**src/rtl/core/hbs_pkg.sv**
```systemverilog
// shared types and constants of the heightmap bilinear sampler
package hbs_pkg;

  // largest tile side and derived store geometry
  localparam int MaxSide = 256;
  localparam int SideW   = $clog2(MaxSide + 1);
  localparam int CoordW  = $clog2(MaxSide);
  localparam int Depth   = MaxSide * MaxSide;
  localparam int AddrW   = $clog2(Depth);

  // field and register widths
  localparam int DimW    = 9;
  localparam int GainW   = 16;
  localparam int PosW    = 16;
  localparam int HeightW = 32;
  localparam int CfgIdxW = 2;
  localparam int CfgW    = 16;

  // register indexes
  localparam logic [CfgIdxW-1:0] CfgTileWidth  = 2'd0;
  localparam logic [CfgIdxW-1:0] CfgTileHeight = 2'd1;
  localparam logic [CfgIdxW-1:0] CfgHeightGain = 2'd2;

  // item kinds
  localparam logic KindLoad   = 1'b0;
  localparam logic KindSample = 1'b1;

  // controller states
  typedef enum logic [2:0] {
    StIdle,
    StLoadWr,
    StCoord,
    StCorner,
    StFlush,
    StDone
  } ctrl_state_e;

  // commands from controller to datapath
  typedef struct packed {
    logic       capture;
    logic       ld_write;
    logic       coord;
    logic       rd_en;
    logic [1:0] corner;
    logic       out_load;
  } dp_cmd_t;

  // status from datapath to controller
  typedef struct packed {
    logic tile_ready;
  } dp_sts_t;

endpackage

```
**src/rtl/core/hbs_ctrl.sv**
```systemverilog
// controller state machine sequencing loads and four-corner samples
module hbs_ctrl (
  input  logic             clk_i,
  input  logic             rst_ni,
  input  logic             in_valid_i,
  input  logic             in_kind_i,
  output logic             in_ready_o,
  output logic             out_valid_o,
  input  logic             out_ready_i,
  input  hbs_pkg::dp_sts_t sts_i,
  output hbs_pkg::dp_cmd_t cmd_o
);

  hbs_pkg::ctrl_state_e state_q, state_d;
  logic [1:0]           cnt_q, cnt_d;
  logic                 out_valid_q, out_valid_d;
  logic                 out_free;

  assign out_free = !out_valid_q || out_ready_i;

  // next state
  always_comb begin
    state_d = state_q;
    cnt_d   = cnt_q;
    unique case (state_q)
      hbs_pkg::StIdle: begin
        if (in_valid_i) begin
          if (in_kind_i == hbs_pkg::KindLoad) begin
            state_d = hbs_pkg::StLoadWr;
          end else if (sts_i.tile_ready) begin
            state_d = hbs_pkg::StCoord;
          end else begin
            state_d = hbs_pkg::StDone;
          end
        end
      end
      hbs_pkg::StLoadWr: begin
        state_d = hbs_pkg::StIdle;
      end
      hbs_pkg::StCoord: begin
        state_d = hbs_pkg::StCorner;
        cnt_d   = 2'd0;
      end
      hbs_pkg::StCorner: begin
        if (cnt_q == 2'd3) begin
          state_d = hbs_pkg::StFlush;
          cnt_d   = 2'd0;
        end else begin
          cnt_d = cnt_q + 2'd1;
        end
      end
      hbs_pkg::StFlush: begin
        if (cnt_q == 2'd1) begin
          state_d = hbs_pkg::StDone;
        end else begin
          cnt_d = cnt_q + 2'd1;
        end
      end
      hbs_pkg::StDone: begin
        if (out_free) begin
          state_d = hbs_pkg::StIdle;
        end
      end
      default: begin
        state_d = hbs_pkg::StIdle;
      end
    endcase
  end

  // outputs and datapath commands
  always_comb begin
    cmd_o          = '0;
    in_ready_o     = (state_q == hbs_pkg::StIdle);
    cmd_o.capture  = (state_q == hbs_pkg::StIdle) && in_valid_i;
    cmd_o.ld_write = (state_q == hbs_pkg::StLoadWr);
    cmd_o.coord    = (state_q == hbs_pkg::StCoord);
    cmd_o.rd_en    = (state_q == hbs_pkg::StCorner);
    cmd_o.corner   = cnt_q;
    cmd_o.out_load = (state_q == hbs_pkg::StDone) && out_free;
  end

  // result valid flag, held until the transfer
  always_comb begin
    out_valid_d = out_valid_q;
    if (cmd_o.out_load) begin
      out_valid_d = 1'b1;
    end else if (out_ready_i) begin
      out_valid_d = 1'b0;
    end
  end

  assign out_valid_o = out_valid_q;

  always_ff @(posedge clk_i or negedge rst_ni) begin
    if (!rst_ni) begin
      state_q     <= hbs_pkg::StIdle;
      cnt_q       <= 2'd0;
      out_valid_q <= 1'b0;
    end else begin
      state_q     <= state_d;
      cnt_q       <= cnt_d;
      out_valid_q <= out_valid_d;
    end
  end

  // sequencing checks
  a_corner_to_flush: assert property (@(posedge clk_i) disable iff (!rst_ni)
    (state_q == hbs_pkg::StCorner && cnt_q == 2'd3) |=> (state_q == hbs_pkg::StFlush))
    else $error("corner sequence did not end in flush");

  a_load_one_write: assert property (@(posedge clk_i) disable iff (!rst_ni)
    (state_q == hbs_pkg::StLoadWr) |=> (state_q == hbs_pkg::StIdle))
    else $error("load write lasted more than one cycle");

  a_ready_sample_starts: assert property (@(posedge clk_i) disable iff (!rst_ni)
    (in_valid_i && in_ready_o && in_kind_i == hbs_pkg::KindSample && sts_i.tile_ready)
    |=> (state_q == hbs_pkg::StCoord))
    else $error("sample on ready tile did not start corner walk");

  a_result_from_done: assert property (@(posedge clk_i) disable iff (!rst_ni)
    $rose(out_valid_q) |-> ($past(state_q) == hbs_pkg::StDone))
    else $error("result raised outside done state");

endmodule

```
**config.mk**
```make
export PLATFORM = sky130hd
export DESIGN_NAME = hbs_ctrl
export DESIGN_NICKNAME = d
export VERILOG_FILES = /design/src/rtl/core/hbs_pkg.sv /design/src/rtl/core/hbs_ctrl.sv
export SDC_FILE = /design/constraint.sdc
export NUM_CORES = 1
export LEC_CHECK = 0
export ABC_AREA = 1
export BUFFER_PORTS_ARGS = -buffer_cell sky130_fd_sc_hd__buf_2
export CAP_MARGIN = 20
export CORE_AREA = 5 5 42 44
export DETAILED_ROUTE_END_ITERATION = 10
export DIE_AREA = 0 0 47 49
export GPL_TIMING_DRIVEN = 0
export PLACE_DENSITY = 0.65
export SYNTH_ARGS = -nofsm -noshare
export SYNTH_HDL_FRONTEND = slang
export SYNTH_SLANG_ARGS = --single-unit
```
**constraint.sdc**
```tcl
create_clock -name clk_i -period 1.2 [get_ports clk_i]
set_input_delay 0.06 -clock clk_i [delete_from_list [all_inputs] [get_ports clk_i]]
set_output_delay 0.06 -clock clk_i [all_outputs]
set_load 0.01 [all_outputs]
```
Word-level counts from Yosys, hierarchy flattened
Cells that the tools add are included.
{"block": "word_totals", "regBits": 6, "latch_bits": 0, "ramBits": 0, "mem_bits_ro": 0, "inputBits": 6, "output_inout_bits": 9, "elab_cells": 37, "memories": 0}
{"block": "classes", "addsub": 1, "mul": 0, "div_mod_pow": 0, "n_lt_le_gt_ge": 0, "eq_ne": 12, "n_shift": 0, "muxes": 12, "bitwise_logic": 0, "n_reduce_logical": 9}
{"op": "$mux 3", "count": 6}
{"op": "$pmux 3 s5", "count": 1}
{"op": "$ne 2x2->1 const B", "count": 4}
{"op": "$eq 3x2->1 const B", "count": 2}
{"op": "$eq 3x3->1 const B", "count": 2}
{"op": "$pmux 2 s3", "count": 1}
{"op": "$mux 2", "count": 2}
{"op": "$reduce_and 4->1", "count": 1}
{"op": "$eq 3x1->1 const B", "count": 1}
{"op": "$logic_not 3->1", "count": 1}
{"op": "$reduce_bool 3->1", "count": 1}
{"op": "$add 2x1->2 const B", "count": 1}
{"op": "$eq 2x1->1 const B", "count": 1}
{"op": "$eq 2x2->1 const B", "count": 1}
{"op": "$logic_and 1x1->1", "count": 2}
{"op": "$mux 1", "count": 2}
{"op": "$ne 2x1->1 const B", "count": 1}
{"op": "$reduce_and 2->1", "count": 1}
{"op": "$reduce_bool 2->1", "count": 1}
{"op": "$logic_not 1->1", "count": 1}
{"op": "$logic_or 1x1->1", "count": 1}

Logic depth before layout (Yosys ltp)
{"block": "depth", "ltp_word": 4, "depth_mapped": 8, "mapped_depth_nobuf": 8}

Least setup slack after synthesis
Ideal clock, no wire load.
{"block": "synth_timing", "path_type": "register -> register", "start": "register cnt_q[0]", "end": "register state_q[0]", "setup_ns": 0.121, "arrival_ns": 1.000, "t_required_ns": 1.079, "slack_ns": 0.079, "stages_incl_launch_ff": 8, "n_path_buf": 0, "synth_period_minus_slack_ns": 1.121, "path_cell_list": "dfrtp_1 -> ha_1 -> inv_1 -> nand3_2 -> inv_1 -> nor2_2 -> nand3_1 -> nand2_1"}
{"block": "synth_via", "elab_chain_cells": 3, "elab_cells_between_ends": 5, "classes_between": "eq/ne (4); reduce/logical (1)"}
{"item": "from (decl)", "line_no": "hbs_ctrl.sv:15", "rtl": "logic [1:0] cnt_q, cnt_d;"}
{"item": "from (signal assigned)", "line_no": "hbs_ctrl.sv:101", "rtl": "cnt_q <= cnt_d;"}
{"item": "$eq 2x1->1 or $eq 2x2->1 (tied branches)", "line_no": "hbs_ctrl.sv:53, hbs_ctrl.sv:45"}
{"item": "$ne 2x2->1 (no source line) or $ne 2x1->1 (tied branches)"}
{"item": "$reduce_and 4->1 (no source line) *"}
{"item": "to (signal assigned)", "line_no": "hbs_ctrl.sv:96", "rtl": "state_q <= hbs_pkg::StIdle;"}
{"item": "to (signal assigned)", "line_no": "hbs_ctrl.sv:100", "rtl": "state_q <= state_d;"}
{"item": "to (decl)", "line_no": "hbs_ctrl.sv:14", "rtl": "hbs_pkg::ctrl_state_e state_q, state_d;"}
Mark *: on every way between the ends. The rest lies on a longest branch, timed or not.
A chain may end at the register's enable or synchronous reset.

Worst setup path in the final report
{"block": "layout_timing", "start": "register state_q[1]", "end": "register state_q[1]"}
{"block": "layout_via", "elab_chain_cells": 3, "elab_cells_between_ends": 11, "classes_between": "eq/ne (8); mux (1); reduce/logical (2)"}
{"item": "$eq 3x3->1 (tied with other cells)", "line_no": "hbs_ctrl.sv:25", "rtl": "unique case (state_q)"}
{"item": "$ne 2x2->1 (no source line) or $ne 2x1->1 (tied branches)"}
{"item": "$reduce_and 4->1 (no source line)"}
Parallel ways exist; a longest one is shown, timed or not.

==> metrics <==
final hold violation count 0; DR vias/cell 4.58; largest net degree at the start of global routing 10; Finished Cell Area 703 um^2; CTS root buf clkbuf_4; die area ~0.0023 mm^2; Commonest cells post-synth inv_1 (12), nand2_1 (12), dfrtp_1 (6); global placer's final weighted congestion 0.777; number of synthesized flops with an enable pin 0; starting density of the core between 30% and 40%; drt pass-1 iters 4; clk sink count 6; Layout Utilization about half; ANT nets after route 0; cells after synthesis between 60 and 70; Final Skew 0.00189 ns; Async S/R FF share, synth 100%; Power, Total ~1.6 mW; Net Sw Power ~0.74 mW; clk buf depth 2; antenna violations before repair 0; CTS clk-pin slew, worst paths approximately 0.040 ns; Tmin final around 1.2 ns; clk_lat worst skew 0.24 ns; static leakage approximately 0.37 nW; Startpoint Class flip-flop; Worst Tran Pin Value about 0.15 ns; Post-DP Area between 500 and 600 um^2; Critical Path RT ~1.3 ns; share of the synthesized area in the top cell type approximately 34%; layout cells sized above 1 between 50% and 60%; setup violators final 0; ys flop type dfrtp_1; Via Count about 470; Comb pwr share 65.1%; Power Density 2330 mW/mm^2; Seq cells post-synth 6; nets@finish 97; Rows 14; CP Class flip-flop to flip-flop; H-tree levels 1; count of inserted antenna diode cells 0; Worst Setup End Kind flip-flop; crit path cell chain buf_4, nand2_2, nor2_4, nand2_4, nand2_4, inv_2, nand3_1, nand2_1; top cells by area, synth dfrtp_1 (34%), inv_1 (10%), nand2_1 (10%); period utilization 99.3%; routed wire length per instance roughly 11 um; sw frac between 40% and 50%; sequential element share of the synthesized area between 30% and 40%; filler instances about 150; first-pass GRT wire length 1790 um; # IOs 15; maximum fanout along the worst path 4; Synth cell types 18; area growth from synthesis to layout 57.4%; most frequent CP cell nand2_4; first-iteration detailed-routing DRC count 3; Die Y roughly 50 um; Max Freq 839 MHz; Final Max Slew Viols 0; CTS tree done; sequential share of power between 20% and 30%; Die Width 47 um; final wirelength 1080 um; GR Overflow Total 0; status finished clean; maxcap violations 0; Internal 0.897 mW; Buffers on Ports 14; Core Region around 0.0014 mm^2; YS warnings 0; min-delay worst type input port to flip-flop; GRT Total Usage roughly 11%; Mapped Avg Cell Area 6.98 um^2; Max-slew headroom about nine tenths; CP arrival roughly 1.3 ns; cell area after synthesis 447 um^2; VDD IR max 1.12 mV; DRC 0; number of global-route vias before repair 446; Mapped Nets 72; TritonCTS buffer count 3; CP max stage delay around 0.43 ns; DP Wirelength 728 um; Slowest-stage cell, CP dfrtp_2; RSZ-0062 raised after global routing true; largest area contributor in the netlist dfrtp_1; Clock power frac 10.6%
registers in the layout (all words and copies together) (netlist names):
register / count
cnt_q: 2
out_valid_o: 1
state_q: 3
path summary, 6_finish.rpt:
path	from	slack [ns]	end	cells after the start
worst min-delay path	out_ready_i	0.14	out_valid_o	4
max in group asynchronous	rst_ni	0.87	state_q[0]	2
worst min register to register	cnt_q[0]	0.57	cnt_q[0]	2
min in group asynchronous	rst_ni	0.17	cnt_q[1]	2
worst max register to register	state_q[1]	0.009	state_q[1]	8
worst max-delay path	state_q[1]	0.009	state_q[1]	8
metrics by stage:
step           cells  hold WS, ns  setup slack, ns  setup TNS, ns
4_1_cts          101        0.127          0.00545              0
3_5_place_dp      94       -0.111           0.0277              0
3_3_place_gp      94       -0.109           0.0316              0
2_1_floorplan     64       -0.236           0.0788              0
5_1_grt          103        0.141          -0.0490         -0.282
6_report         103        0.137          0.00865              0
cell type report:
type                            instances  area (um^2)  share of cell area [%]
Multi-Input combinational cell         42          290                    41.3
Sequential cell                         6          154                    21.9
Timing Repair Buffer                   21          150                    21.4
Inverter                               14         55.1                    7.83
Clock buffer                            3         22.5                    3.20
Tap cell                               16         20.0                    2.85
Buffer                                  1         11.3                    1.60
logic make-up (layout without fill, tap and decap cells):
family	Yosys count	after routing	synth area share, %
AOI/OAI and AO/OA	11	11	12.9
buffers and inverters	16	39	15.1
DFF	6	6	33.6
adders and majority gates	2	2	5.60
and+or+nand+nor	29	29	32.8
routing by layer:
layer	GRT usage [%]	vias up	share of wire [%]	wire [um]
met2	16.5	12	51	553
met4	3.69	0	1.5	16
met3	7.01	2	6.5	70
met5	0	-	0	0
met1	12.1	210	41	443
li1	-	248	-	-
cells in the final DEF, fill, tap and decap left out, types with 4 or more instances in the layout:
master | netlist | final
buf_2 | 0 | 10
buf_4 | 2 | 6
buf_6 | 0 | 5
inv_1 | 12 | 8
inv_2 | 2 | 5
nand2_1 | 12 | 9
nand2_2 | 3 | 4
o21ai_0 | 5 | 5
power by group through the flow:
stage / Sequential (mW) / Clock [mW] / Combinational (mW)
2_1_floorplan: 0.371 / 0 / 0.532
3_3_place_gp: 0.360 / 0 / 0.745
3_5_place_dp: 0.362 / 0 / 0.753
4_1_cts: 0.383 / 0.187 / 0.884
5_1_grt: 0.407 / 0.206 / 1.19
6_report: 0.396 / 0.174 / 1.07
worst max-delay path: cells and delay by family, from the launching register on:
family,cells,cell delay (ns)
buffers and inverters,2,0.18
DFF,1,0.43
and+or+nand+nor,6,0.47
timing repair:
| action | 4_1_cts | 5_1_grt |
|---|---|---|
| endpoints found under the hold margin | 6 | 0 |
| hold buffers | 1 | 0 |
| cloned | 0 | 0 |
| setup endpoints to repair | 4 | 11 |
| buffers inserted | 4 | 2 |
| gates resized for setup | 10 | 17 |
| pin swaps | 2 | 5 |
Note: power is estimated with default switching activity, not from simulation.
